$ cat src/tlf_pkg.sv
// ----------------------------------------------------------------------------
// tlf_pkg
// Shared types and byte codes for the Turkish letter filter.
// ----------------------------------------------------------------------------
package tlf_pkg;

	// configuration port
	localparam int PADDR_W = 3;
	localparam logic [15:0] CAPACITY_RST = 16'd4096;

	// output queue
	localparam int QUEUE_DEPTH = 4;
	localparam int QPTR_W = $clog2(QUEUE_DEPTH);
	localparam int QCNT_W = $clog2(QUEUE_DEPTH + 1);

	// byte codes
	localparam logic [7:0] LEAD_C3     = 8'hC3;
	localparam logic [7:0] LEAD_C4     = 8'hC4;
	localparam logic [7:0] LEAD_C5     = 8'hC5;
	localparam logic [7:0] CONT_A7     = 8'hA7;
	localparam logic [7:0] CONT_B6     = 8'hB6;
	localparam logic [7:0] CONT_BC     = 8'hBC;
	localparam logic [7:0] CONT_9F     = 8'h9F;
	localparam logic [7:0] CONT_B1     = 8'hB1;
	localparam logic [7:0] CONT_B0     = 8'hB0;
	localparam logic [7:0] MASK_E0     = 8'hE0;
	localparam logic [7:0] MASK_F0     = 8'hF0;
	localparam logic [7:0] MASK_F8     = 8'hF8;
	localparam logic [7:0] PFX_TWO     = 8'hC0;
	localparam logic [7:0] PFX_THREE   = 8'hE0;
	localparam logic [7:0] PFX_FOUR    = 8'hF0;
	localparam logic [7:0] CHR_UPPER_A = 8'h41;
	localparam logic [7:0] CHR_UPPER_Z = 8'h5A;
	localparam logic [7:0] CHR_LOWER_A = 8'h61;
	localparam logic [7:0] CHR_LOWER_Z = 8'h7A;
	localparam logic [7:0] CHR_LOWER_I = 8'h69;
	localparam logic [7:0] CASE_OFFSET = 8'h20;
	localparam logic [7:0] CHR_NUL     = 8'h00;

	typedef struct packed {
		logic [1:0]  bytes_remaining;
		logic        in_two_byte_char;
		logic [7:0]  held_lead_byte;
		logic [15:0] emitted_count;
	} state_t;

	typedef struct packed {
		logic [7:0] out_byte;
		logic       last_of_run;
		logic       end_of_text;
	} result_t;

	// what one text byte produces: zero, one or two words
	typedef struct packed {
		logic [1:0] count;
		result_t    r0;
		result_t    r1;
	} dec_out_t;

endpackage

$ cat src/tlf_decode.sv
// ----------------------------------------------------------------------------
// tlf_decode
// Per-byte decode: next filter state and the words one text byte produces.
// ----------------------------------------------------------------------------
module tlf_decode (
	input  logic [7:0]           in_byte,
	input  tlf_pkg::state_t      st,
	input  logic [15:0]          capacity,
	output tlf_pkg::state_t      st_next,
	output tlf_pkg::dec_out_t    dout
);

	logic [16:0] limit;
	logic        fits1;
	logic        fits2;
	logic        keep2;

	assign limit = {1'b0, capacity};
	assign fits1 = ({1'b0, st.emitted_count} + 17'd2) < limit;
	assign fits2 = ({1'b0, st.emitted_count} + 17'd3) < limit;

	// turkish lowercase pairs passed through unchanged
	assign keep2 = ((st.held_lead_byte == tlf_pkg::LEAD_C3) &&
			(in_byte == tlf_pkg::CONT_A7 || in_byte == tlf_pkg::CONT_B6 ||
			 in_byte == tlf_pkg::CONT_BC)) ||
		((st.held_lead_byte == tlf_pkg::LEAD_C4) &&
			(in_byte == tlf_pkg::CONT_9F || in_byte == tlf_pkg::CONT_B1)) ||
		((st.held_lead_byte == tlf_pkg::LEAD_C5) && (in_byte == tlf_pkg::CONT_9F));

	always_comb begin
		st_next = st;
		dout = '0;
		if (in_byte == tlf_pkg::CHR_NUL) begin
			// end of text, also inside a partial character
			st_next = '0;
			dout.count = 2'd1;
			dout.r0 = '{out_byte: tlf_pkg::CHR_NUL, last_of_run: 1'b1, end_of_text: 1'b1};
		end else if (st.bytes_remaining != 2'd0) begin
			if (st.in_two_byte_char) begin
				st_next.bytes_remaining = 2'd0;
				st_next.in_two_byte_char = 1'b0;
				st_next.held_lead_byte = '0;
				if (st.held_lead_byte == tlf_pkg::LEAD_C4 && in_byte == tlf_pkg::CONT_B0) begin
					// capital dotted i becomes plain i
					if (fits1) begin
						dout.count = 2'd1;
						dout.r0 = '{out_byte: tlf_pkg::CHR_LOWER_I, last_of_run: 1'b1,
							end_of_text: 1'b0};
						st_next.emitted_count = st.emitted_count + 16'd1;
					end
				end else if (keep2 && fits2) begin
					dout.count = 2'd2;
					dout.r0 = '{out_byte: st.held_lead_byte, last_of_run: 1'b0,
						end_of_text: 1'b0};
					dout.r1 = '{out_byte: in_byte, last_of_run: 1'b1, end_of_text: 1'b0};
					st_next.emitted_count = st.emitted_count + 16'd2;
				end
			end else begin
				st_next.bytes_remaining = st.bytes_remaining - 2'd1;
			end
		end else if (!in_byte[7]) begin
			if (in_byte >= tlf_pkg::CHR_UPPER_A && in_byte <= tlf_pkg::CHR_UPPER_Z) begin
				if (fits1) begin
					dout.count = 2'd1;
					dout.r0 = '{out_byte: in_byte + tlf_pkg::CASE_OFFSET, last_of_run: 1'b1,
						end_of_text: 1'b0};
					st_next.emitted_count = st.emitted_count + 16'd1;
				end
			end else if (in_byte >= tlf_pkg::CHR_LOWER_A &&
					in_byte <= tlf_pkg::CHR_LOWER_Z) begin
				if (fits1) begin
					dout.count = 2'd1;
					dout.r0 = '{out_byte: in_byte, last_of_run: 1'b1, end_of_text: 1'b0};
					st_next.emitted_count = st.emitted_count + 16'd1;
				end
			end
		end else if ((in_byte & tlf_pkg::MASK_E0) == tlf_pkg::PFX_TWO) begin
			st_next.held_lead_byte = in_byte;
			st_next.in_two_byte_char = 1'b1;
			st_next.bytes_remaining = 2'd1;
		end else if ((in_byte & tlf_pkg::MASK_F0) == tlf_pkg::PFX_THREE) begin
			st_next.bytes_remaining = 2'd2;
		end else if ((in_byte & tlf_pkg::MASK_F8) == tlf_pkg::PFX_FOUR) begin
			st_next.bytes_remaining = 2'd3;
		end
	end

endmodule

$ cat src/tlf_outq.sv
// ----------------------------------------------------------------------------
// tlf_outq
// Small result queue: takes up to two words a cycle, hands out one while out_stall is low.
// ----------------------------------------------------------------------------
module tlf_outq (
	input  logic                       clk,
	input  logic                       arst_n,
	input  tlf_pkg::dec_out_t          push,
	output logic                       room2,
	output logic                       out_valid,
	input  logic                       out_stall,
	output tlf_pkg::result_t           out_word
);

	tlf_pkg::result_t                  mem_q [tlf_pkg::QUEUE_DEPTH];
	logic [tlf_pkg::QPTR_W-1:0]        wr_ptr_q;
	logic [tlf_pkg::QPTR_W-1:0]        rd_ptr_q;
	logic [tlf_pkg::QCNT_W-1:0]        cnt_q;
	logic                              pop;

	assign out_valid = (cnt_q != '0);
	assign pop       = out_valid && !out_stall;
	assign out_word  = mem_q[rd_ptr_q];
	assign room2     = (cnt_q <= tlf_pkg::QCNT_W'(tlf_pkg::QUEUE_DEPTH - 2));

	always_ff @(posedge clk) begin
		if (push.count != 2'd0)
			mem_q[wr_ptr_q] <= push.r0;
		if (push.count == 2'd2)
			mem_q[wr_ptr_q + tlf_pkg::QPTR_W'(1)] <= push.r1;
	end

	always_ff @(posedge clk or negedge arst_n) begin
		if (!arst_n) begin
			wr_ptr_q <= '0;
			rd_ptr_q <= '0;
			cnt_q    <= '0;
		end else begin
			wr_ptr_q <= wr_ptr_q + tlf_pkg::QPTR_W'(push.count);
			if (pop)
				rd_ptr_q <= rd_ptr_q + tlf_pkg::QPTR_W'(1);
			cnt_q <= cnt_q + tlf_pkg::QCNT_W'(push.count) - tlf_pkg::QCNT_W'(pop);
		end
	end

endmodule

$ cat src/utf8_turkish_letter_filter_lowercase.sv
// ----------------------------------------------------------------------------
// utf8_turkish_letter_filter_lowercase
// Keeps ascii and turkish lowercase letters of a utf-8 byte stream.
// ----------------------------------------------------------------------------
// order: a text byte is registered in the input stage, decoded from there
//   and its words written into the result queue, which offers them in turn
// throughput: one text byte per cycle while the four-word result queue holds
//   two words or fewer; a byte that yields two words fills the queue faster
//   than it hands words out, so such bytes back to back stall the input
// reset: filter state, input stage and queue clear; capacity reads 4096
module utf8_turkish_letter_filter_lowercase (
	input  logic                         clk,
	input  logic                         arst_n,
	// text byte channel
	input  logic [7:0]                   in_byte,
	input  logic                         in_valid,
	output logic                         in_stall,
	// result channel
	output logic [7:0]                   out_byte,
	output logic                         last_of_run,
	output logic                         end_of_text,
	output logic                         out_valid,
	input  logic                         out_stall,
	// register port
	input  logic                         psel,
	input  logic                         penable,
	input  logic                         pwrite,
	input  logic [tlf_pkg::PADDR_W-1:0]  paddr,
	input  logic [31:0]                  pwdata,
	output logic [31:0]                  prdata,
	output logic                         pready
);

	logic [7:0]          byte_s1;
	logic                valid_s1;
	logic                in_accept;
	logic                process;
	logic                room2;
	logic [15:0]         capacity_q;
	tlf_pkg::state_t     st_q;
	tlf_pkg::state_t     st_next;
	tlf_pkg::dec_out_t   dec;
	tlf_pkg::dec_out_t   push;
	tlf_pkg::result_t    out_word;

	// ------------------------------------------------------------------
	// register port: capacity at addresses 0 to 3 (paddr[2] low), others read zero
	// ------------------------------------------------------------------
	assign pready = 1'b1;
	assign prdata = (paddr[2] == 1'b0) ? {16'd0, capacity_q} : 32'd0;

	always_ff @(posedge clk or negedge arst_n) begin
		if (!arst_n) begin
			capacity_q <= tlf_pkg::CAPACITY_RST;
		end else if (psel && penable && pwrite && pready && paddr[2] == 1'b0) begin
			capacity_q <= pwdata[15:0];
		end
	end

	// ------------------------------------------------------------------
	// input stage: holds one byte until the queue has room for two words
	// ------------------------------------------------------------------
	assign process   = valid_s1 && room2;
	assign in_stall  = valid_s1 && !process;
	assign in_accept = in_valid && !in_stall;

	always_ff @(posedge clk) begin
		if (in_accept)
			byte_s1 <= in_byte;
	end

	always_ff @(posedge clk or negedge arst_n) begin
		if (!arst_n) begin
			valid_s1 <= 1'b0;
		end else begin
			valid_s1 <= in_accept || (valid_s1 && !process);
		end
	end

	// ------------------------------------------------------------------
	// decode and filter state
	// ------------------------------------------------------------------
	tlf_decode u_decode (
		.in_byte     (byte_s1),
		.st          (st_q),
		.capacity    (capacity_q),
		.st_next     (st_next),
		.dout        (dec)
	);

	always_ff @(posedge clk or negedge arst_n) begin
		if (!arst_n) begin
			st_q <= '0;
		end else if (process) begin
			st_q <= st_next;
		end
	end

	// only a decoded byte pushes words
	always_comb begin
		push = dec;
		if (!process)
			push.count = 2'd0;
	end

	// ------------------------------------------------------------------
	// result queue
	// ------------------------------------------------------------------
	tlf_outq u_outq (
		.clk       (clk),
		.arst_n    (arst_n),
		.push      (push),
		.room2     (room2),
		.out_valid (out_valid),
		.out_stall (out_stall),
		.out_word  (out_word)
	);

	assign out_byte    = out_word.out_byte;
	assign last_of_run = out_word.last_of_run;
	assign end_of_text = out_word.end_of_text;

endmodule

$ cat config.mk
export PLATFORM = sky130hd
export DESIGN_NAME = utf8_turkish_letter_filter_lowercase
export DESIGN_NICKNAME = d
export VERILOG_FILES = /design/src/tlf_pkg.sv /design/src/tlf_decode.sv /design/src/tlf_outq.sv /design/src/utf8_turkish_letter_filter_lowercase.sv
export SDC_FILE = /design/constraint.sdc
export NUM_CORES = 1
export LEC_CHECK = 0
export ABC_AREA = 1
export BUFFER_PORTS_ARGS = -buffer_cell sky130_fd_sc_hd__clkbuf_2
export CAP_MARGIN = 20
export CORE_MARGIN = 2
export CORE_UTILIZATION = 60
export CTS_CLUSTER_DIAMETER = 50
export DETAILED_ROUTE_END_ITERATION = 8
export GPL_ROUTABILITY_DRIVEN = 1
export PLACE_DENSITY_LB_ADDON = 0.2
export SLEW_MARGIN = 10
export SYNTH_ARGS = -nofsm -noshare
export SYNTH_HDL_FRONTEND = slang
export SYNTH_SLANG_ARGS = --single-unit
$ cat constraint.sdc
create_clock -name clk -period 8.4 [get_ports clk]
set_input_delay 0.42 -clock clk [delete_from_list [all_inputs] [get_ports clk]]
set_output_delay 0.42 -clock clk [all_outputs]
set_load 0.03 [all_outputs]
==> results.md, run 1 <==
Synthesis:
- After synthesis, the cell types taking the most area are sky130_fd_sc_hd__edfxtp_1, sky130_fd_sc_hd__dfrtp_1, sky130_fd_sc_hd__nand2_1, sky130_fd_sc_hd__ha_1, sky130_fd_sc_hd__inv_1.
- The per-instance average area after synthesis is roughly 7.5 µm².
- The most area-hungry cell type in the Yosys netlist is sky130_fd_sc_hd__edfxtp_1.
- Synthesis instantiated 48 different standard cells from the library.
- The share of the Yosys chip area taken by registers is 0.364.
- Synthesis produced between 900 and 1,000 cells.
- Summing every instance area after synthesis gives around 0.0074 mm².
- After synthesis the netlist holds a flip-flop and latch count of 99.
- Yosys printed 0 warnings.
- The share of the synthesized area in the top cell type is 0.180.

Floorplanning:
- For this configuration, the core starts out at a cell density of 0.615.
- The vertical extent of the die is 115 µm.
- The die is about 110 µm wide.
- The total die area is 0.0132 mm².
- The region available for standard cell placement spans 0.0120 mm².
- The number of primary I/O pins is 95.
- After floorplanning, the core was divided into 40 placement rows.

Clock tree:
- After clock tree synthesis, the flow added hold-fix buffers numbering 0.
- TritonCTS built the clock tree.
- The number of H-tree levels is 3.
- The later-pin clock latency in the skew report is 0.36 ns.
- In this run the deepest clock path goes through 2 buffers.
- The post-CTS clock slew at the launch and capture registers of the worst setup and hold paths is 0.07 ns.
- Counting every sink on the clock net gives between 90 and 100.
- The post-CTS resize count is 0.
- The count of buffers added by post-CTS timing repair for setup is 0.
- The CTS root buffer is sky130_fd_sc_hd__clkbuf_16.
- Counting the buffers created by CTS gives 9.

Power and ir drop:
- The ratio of total power to cell area is around 300 mW/mm².
- For this design the static power due to leakage is just under 0.004 µW.
- The worst ir drop on vdd is approximately 0.13 mV.

Final layout:
- The fraction of layout instances using a drive strength above 1 is 0.136.
- After filler insertion, the fill cell instance count of the layout stands at 1,062.
- At the end of the flow, the number of nets in the layout was approximately 1,100.
- The post-layout utilization of the core is 0.662.
- The repair_antennas step left the layout with diodes totalling 0.
- Relative to the synthesized area, the layout overhead comes to 7.71%.

Timing:
- The final count of negative-setup-slack endpoints is 0.
- The final-report max-slew violation count was 0.
- The transition time of the tightest slew-check pin is around 0.74 ns.
- The part of the cycle the worst path needs is 0.502.
- The worst path needs 4.22 ns of the cycle, external delays included.
- Derived from the worst setup path, the maximum achievable clock frequency is 0.237 GHz.
- The number of hold violations in the final report was 0.
- Setup repair after global routing left no endpoint under its margin.
- The summed negative setup slack over all endpoints is 0 ns.
- Headroom to the max-slew limit came out at 0.505.
- The worst clock skew is roughly 0.0083 ns.

Run:
- The max-cap check violation count is 0.

Routing:
- For this run, design rule violations remaining after detail routing come to 0.
- The count of TritonRoute iterations in the first routing pass is 5.
- The routed wire length is between 15 and 20 mm.
- The number of nets with antenna violations after detailed routing is 0.
- The total via count in the routed design is about 6,400.
- Dividing the detail-routed wire length by the instance count gives between 10 and 15 µm.
- The number of violations reported at the end of detailed-routing iteration 0 is between 400 and 500.
- The per-cell via count in the routed design is 5.45.

Worst setup path:
- The worst setup path is captured at a flop.
- For the worst setup path, the data required time is around 8.4 ns.
- The library cell appearing most often on the critical path is sky130_fd_sc_hd__nand2_1.
- The critical path is of the reg2reg type.
- The worst-path cell with the longest stage delay is sky130_fd_sc_hd__dfrtp_1.
- In this run the worst path has a maximum fanout of 12.
- In this run the register-to-register setup slack is 4.18 ns.
- The largest single stage delay on the critical path is roughly 0.49 ns.
- The worst setup path is launched from a flop.
- Traced cell by cell, the critical path runs through ha_1 -> inv_1 -> nor2_1 -> nand2_1 -> nor3_1 -> xor2_1 -> ha_1 -> and3_1 -> nand2_1 -> nand3_1 -> nor2_2 -> nand3_1 -> nand2_1 -> nand2_2 -> nand2_4 -> nand2_2 -> nand2_1.
- STA puts the critical path data arrival time at approximately 4.2 ns.

GRT:
- The total grt overflow is 0.
- In this run the most used layer during global routing was met2.
- The number of antenna violations at the first check in global routing came to 0.
- For met1 alone, demand over resource in global routing was 0.416.
- The via count of the first global-routing pass is just under 6,000.
- The largest net degree at the start of global routing is 52.
- The global-route usage over all layers is 0.282.
- The met3 track demand over resource in global routing is 0.0540.
- The global-route wire length before repair is around 29 mm.
- The met2 global-route usage is 0.426.

Worst hold path:
- The worst hold path class is in2async.

Placement:
- The count of input and output buffers is about 60.
- The final HPWL from detailed placement is about 13 mm.
- At the end of routability-driven placement, the weighted congestion stood at about 0.96.

Status:
- The flow ran to the end, and the final reports show no timing, DRC or antenna violations.
flip-flops by register name, indices dropped and copies added (netlist names):
register and cells:
u_outq.mem_q 40, st_q 27, capacity_q 16, byte_s1 8, u_outq.cnt_q 3, u_outq.rd_ptr_q 2, u_outq.wr_ptr_q 2, valid_s1 1
placed cells by master (no fill, tap or decap), types with 31 or more instances in the layout:
master	instances
sky130_fd_sc_hd__clkbuf_2	59
sky130_fd_sc_hd__ha_1	41
sky130_fd_sc_hd__o21ai_0	55
sky130_fd_sc_hd__inv_1	127
sky130_fd_sc_hd__a21oi_1	31
sky130_fd_sc_hd__xor2_1	41
sky130_fd_sc_hd__edfxtp_1	44
sky130_fd_sc_hd__nand2_1	210
sky130_fd_sc_hd__dfrtp_1	50
sky130_fd_sc_hd__nand3_1	74
sky130_fd_sc_hd__nor2_1	126
synth_stat cells, drive strengths merged:
library cell,number
a211oi,2
a21oi,32
a221oi,1
a31oi,6
and2,1
and3,2
buf,28
clkbuf,11
clkinv,1
conb,2
dfrtp,50
dfstp,1
dfxtp,4
edfxtp,44
fa,1
ha,41
inv,141
nand2,232
nand3,76
nand3b,1
nand4,12
nor2,138
nor3,12
nor3b,1
o2111ai,1
o21a,2
o21ai,71
o22ai,18
xnor2,4
xor2,41
cells by family (layout without fill, tap and decap cells):
logic type	count (synthesis)	after routing	share of synthesized area
compound gates	133	133	0.103
xor+xnor	45	45	0.0536
fa+ha+maj	42	42	0.0725
buf+inv	181	219	0.108
flops	99	99	0.364
other cells	2	17	0.00102
simple gates	475	475	0.298
final timing paths:
path                               startpoint                 end  cells past startpoint
max                                   st_q[2]  u_outq.mem_q[0][8]                     17
min                                    arst_n             st_q[5]                      2
max reg2reg                           st_q[2]  u_outq.mem_q[0][8]                     17
min reg2reg                u_outq.mem_q[3][0]  u_outq.mem_q[3][0]                      2
max in group asynchronous              arst_n       capacity_q[9]                      2
min in group clk                   in_byte[6]          byte_s1[6]                      1
report_power, final:
part           switching (µW)  internal [µW]  leakage (µW)  total [µW]
clock                     192            203      0.000125         395
combinational             847            399       0.00274        1250
sequential                128            609      0.000995         737
area by class of cell:
| class | instances | area, µm² | area share |
|---|---|---|---|
| sequential | 99 | 2680 | 0.338 |
| clock inverter | 5 | 38.8 | 0.00490 |
| tap | 147 | 184 | 0.0232 |
| inverter | 142 | 537 | 0.0678 |
| clock buffer | 11 | 233 | 0.0294 |
| timing repair buffer | 61 | 310 | 0.0392 |
| multi-input combinational | 712 | 3940 | 0.497 |
layer usage:
metal / share of wire / vias up
li1: - / 3220
met1: 0.48 / 2913
met2: 0.43 / 256
met3: 0.077 / 29
met4: 0.016 / 0
met5: 0 / -
worst max-delay path: cells and delay by family, from the launching register on:
kind / cells / cell delay, ns
buf+inv: 1 / 0.09
flops: 1 / 0.49
fa+ha+maj: 2 / 0.65
simple gates: 13 / 2.27
xor+xnor: 1 / 0.35
stage by stage:
step | hold slack [ns] | instance area [µm²] | total power [µW] | setup slack, ns | std cells
CTS | 0.218 | 7920 | 2370 | 4.19 | 1177
global placement | 0.456 | 7650 | 1930 | 4.29 | 1161
finish | 0.189 | 7920 | 2380 | 4.18 | 1177
detailed placement | 0.465 | 7650 | 1970 | 4.22 | 1161
global route | 0.225 | 7920 | 2580 | 3.82 | 1177
floorplan | 0.124 | 7410 | 1680 | 5.04 | 992
Power figures use the tool's default switching activity.
==> inputs of run 2 (changes only) <==
--- a/config.mk
+++ b/config.mk
@@ -9,7 +9,7 @@
 export BUFFER_PORTS_ARGS = -buffer_cell sky130_fd_sc_hd__clkbuf_2
 export CAP_MARGIN = 20
 export CORE_MARGIN = 2
-export CORE_UTILIZATION = 60
+export CORE_UTILIZATION = 54
 export CTS_CLUSTER_DIAMETER = 50
 export DETAILED_ROUTE_END_ITERATION = 8
 export GPL_ROUTABILITY_DRIVEN = 1
==> constraint.sdc (replaced) <==
create_clock -name clk -period 3.78 [get_ports clk]
set_input_delay 0.189 -clock clk [delete_from_list [all_inputs] [get_ports clk]]
set_output_delay 0.189 -clock clk [all_outputs]
set_load 0.03 [all_outputs]
==> run 2 against run 1 <==
Clock power increased by 150%. Sequential power grew 120%. Sequential share of layout area down 1.6 points. Combinational power rose by 130%. Largest power group unchanged.
==> results.md, run 2 (same netlist as run 1, synthesis figures left out) <==
Power and ir drop:
- The total power of the final layout is 5480 µW (+130%).
- The standby leakage power is 0.00404 µW (+4.7%).
- The ratio of total power to cell area came to 659 mW/mm² (+120%).
- The worst ir drop on vdd is 0.289 mV (+120%).

Timing:
- The number of hold violations in the final report is 0 (unchanged).
- The part of the cycle the worst path needs was 0.933 (+0.431).
- The timing-limited maximum frequency is 0.284 GHz (+20%).
- The worst clock skew came to 0.00673 ns (-0.00159 ns).
- The transition time of the tightest slew-check pin came to 0.688 ns (-0.0514 ns).
- The shortest period the worst path allows came to 3.53 ns (-0.689 ns).
- The final-report max-slew violation count is 0 (unchanged).
- The final hold slack is 0.0462 ns (-0.142 ns).
- The summed negative setup slack over all endpoints is 0 ns (unchanged).
- The final count of negative-setup-slack endpoints is 0 (unchanged).
- The remaining max-slew budget at the tightest pin is 0.541 (+0.0364).

Floorplanning:
- The area inside the core boundary was 0.0132 mm² (+11%).
- The total die area is 0.0146 mm² (+11%).
- The initial standard-cell utilization of the core is 0.555 (-0.0595).
- The number of placement rows is 42 (+5.0%).
- The horizontal die dimension is 121 µm (+5.2%).
- The vertical extent of the die is 121 µm (+5.2%).
- The number of primary I/O pins came to 95 (unchanged).

Clock tree:
- CTS placed an instance of sky130_fd_sc_hd__clkbuf_16 at the clock tree root.
- TritonCTS built the clock tree.
- The number of H-tree levels is 3 (unchanged).
- The number of buffers added by the clock tree synthesis step is 9 (unchanged).
- The later-pin clock latency in the skew report is 0.36 ns (about the same).
- The buffer levels on the longest clock path came to 2 (unchanged).
- The post-CTS clock slew at the launch and capture registers of the worst setup and hold paths came to 0.07 ns (about the same).
- The sink count of the clock tree is 99 (unchanged).

Worst setup path:
- STA classifies the critical path endpoint as a flop.
- The worst setup slack for register-to-register paths is 0.25 ns (-3.93 ns).
- The startpoint kind of the worst setup timing path is a flop.
- The critical path start-end classification is reg2reg.
- The launch point of the worst reg-to-reg path is st_q[1].
- The worst endpoint required time is 4.06 ns (-4.34 ns).
- The worst endpoint data arrival time is 3.81 ns (-0.41 ns).
- The critical-path maximum fanout is 6 (-6).
- The number of cells on the worst reg-to-reg path was 17 (unchanged).
- The endpoint identified for the worst register-to-register timing path is u_outq.cnt_q[2].

Final layout:
- The area growth from synthesis to layout is 13.0%.
- The number of flip-flops under the largest register name is 40 (unchanged).
- In the final layout, the registers with the most flip-flops are u_outq.mem_q x40, st_q x27, capacity_q x16.
- The count of filler cells inserted in the layout is 1,216 (+15%).
- The library cells used most frequently in the layout, excluding fill and tap cells, are sky130_fd_sc_hd__nand2_1, sky130_fd_sc_hd__inv_1, sky130_fd_sc_hd__nor2_1.
- The antenna diode instance count came to 0 (unchanged).
- The number of nets in the finished design is 1,146 (+2.6%).
- Leaving out fill and tap cells, the most frequent cell in the layout is sky130_fd_sc_hd__nand2_1.
- Counting flops per register, the top entry is u_outq.mem_q.
- The fraction of layout instances using a drive strength above 1 is 0.161 (+0.0256).

Worst hold path:
- The number of instances on the worst hold path is 3.
- The worst min-delay path endpoint is capacity_q[12].
- The path class of the tightest hold or removal check is in2reg.
- The startpoint identified for the worst hold timing path is pwdata[12].

GRT:
- The largest net degree at the start of global routing is 52 (unchanged).
- The total grt overflow came to 0 (unchanged).
- The number of antenna violations at the first check in global routing came to 0 (unchanged).
- The global-route usage over all layers is 0.260 (-0.0222).
- The via count of the first global-routing pass is 6,112 (+4.6%).
- The global-route wire length before repair is 29.8 mm (+2.9%).

Routing:
- The routed wire length is 18.1 mm (+3.3%).
- The per-cell via count in the routed design was 5.29 (-3.0%).
- The detail-routed net length per standard cell is 14.6 µm (-1.5%).
- The count of TritonRoute iterations in the first routing pass is 5 (unchanged).
- The total via count in the routed design came to 6,530 (+1.7%).
- The number of violations reported at the end of detailed-routing iteration 0 is 539 (+8.9%).
- The number of design rule violations left after detail routing is 0 (unchanged).
- The number of nets with antenna violations after detailed routing is 0 (unchanged).

Placement:
- The routability congestion estimate from global placement is 0.953 (-0.95%).
- The final HPWL from detailed placement is 13.6 mm (+3.1%).
- The count of input and output buffers is 59 (unchanged).

Run:
- The max-cap check violation count came to 0 (unchanged).

Status:
- The flow ran to the end, and the final reports show no timing, DRC or antenna violations.
[run 2: cell types whose count changed in the layout (fill, tap and decap cells not counted), sizes merged]
cell,change
clkinvlp,-1
buf,+20
clkbuf,-1
inv,+3
dlygate4sd3,+9
clkinv,-2
bufinv,+1
[run 2: worst max-delay path, cell delays in order, from the launching register on]
cell	delay, ns
sky130_fd_sc_hd__dfrtp_1	0.42
sky130_fd_sc_hd__inv_2	0.13
sky130_fd_sc_hd__ha_1	0.16
sky130_fd_sc_hd__a21oi_1	0.06
sky130_fd_sc_hd__buf_4	0.15
sky130_fd_sc_hd__nor3_1	0.24
sky130_fd_sc_hd__xor2_1	0.28
sky130_fd_sc_hd__ha_1	0.28
sky130_fd_sc_hd__nand2_1	0.08
sky130_fd_sc_hd__nor2_1	0.05
sky130_fd_sc_hd__a211oi_1	0.23
sky130_fd_sc_hd__nand2_1	0.14
sky130_fd_sc_hd__nand2_2	0.16
sky130_fd_sc_hd__nand4_4	0.13
sky130_fd_sc_hd__ha_1	0.31
sky130_fd_sc_hd__inv_1	0.05
sky130_fd_sc_hd__fa_1	0.41
sky130_fd_sc_hd__xnor2_1	0.18
[run 2: layout make-up]
type / instances / area, µm² / area share
repair buffers: 90 / 588 / 0.0708
multi-input cells: 712 / 3980 / 0.479
clock inverters: 6 / 77.6 / 0.00934
clock buffers: 10 / 229 / 0.0276
inverters: 142 / 537 / 0.0646
flip-flops and latches: 99 / 2680 / 0.323
well taps: 176 / 220 / 0.0265
[run 2: worst max path at each step]
stage / startpoint / to / slack, ns / cells past startpoint
after global placement: st_q[1] / u_outq.mem_q[0][6] / 0.20 / 19
after detailed placement: st_q[1] / u_outq.mem_q[0][6] / 0.09 / 17
after global routing: st_q[2] / u_outq.mem_q[0][8] / -0.04 / 18
final: st_q[1] / u_outq.cnt_q[2] / 0.25 / 17
after floorplan: st_q[2] / u_outq.mem_q[2][1] / 0.42 / 18
after CTS: st_q[1] / u_outq.mem_q[0][1] / 0.05 / 17
[run 2: through the flow]
| stage | instance area, µm² | std cells | setup slack [ns] | util |
|---|---|---|---|---|
| after global placement | 7850 | 1207 | 0.204 | 0.593 |
| after detailed placement | 7850 | 1207 | 0.0928 | 0.593 |
| after CTS | 8240 | 1232 | 0.0539 | 0.623 |
| after global routing | 8310 | 1235 | -0.0411 | 0.627 |
| final | 8310 | 1235 | 0.253 | 0.627 |
| after floorplan | 7410 | 992 | 0.421 | - |
[run 2: what timing repair did]
| action | 4_1_cts | 5_1_grt |
|---|---|---|
| setup endpoints to repair | 0 | 62 |
| setup buffers | 0 | 3 |
| hold endpoints to repair | 58 | 0 |
| hold buffers | 9 | 0 |
| resized for setup | 0 | 10 |
[run 2: metal layers]
metal	track usage	part of all wire	routed length (µm)
met1	0.386	0.47	8590
met2	0.393	0.43	7840
met3	0.0302	0.070	1270
met4	0.0908	0.021	387
met5	0	0	0
[run 2: where the power goes]
part | switching [µW] | internal [µW]
logic | 1970 | 945
clock network | 444 | 528
registers | 235 | 1350
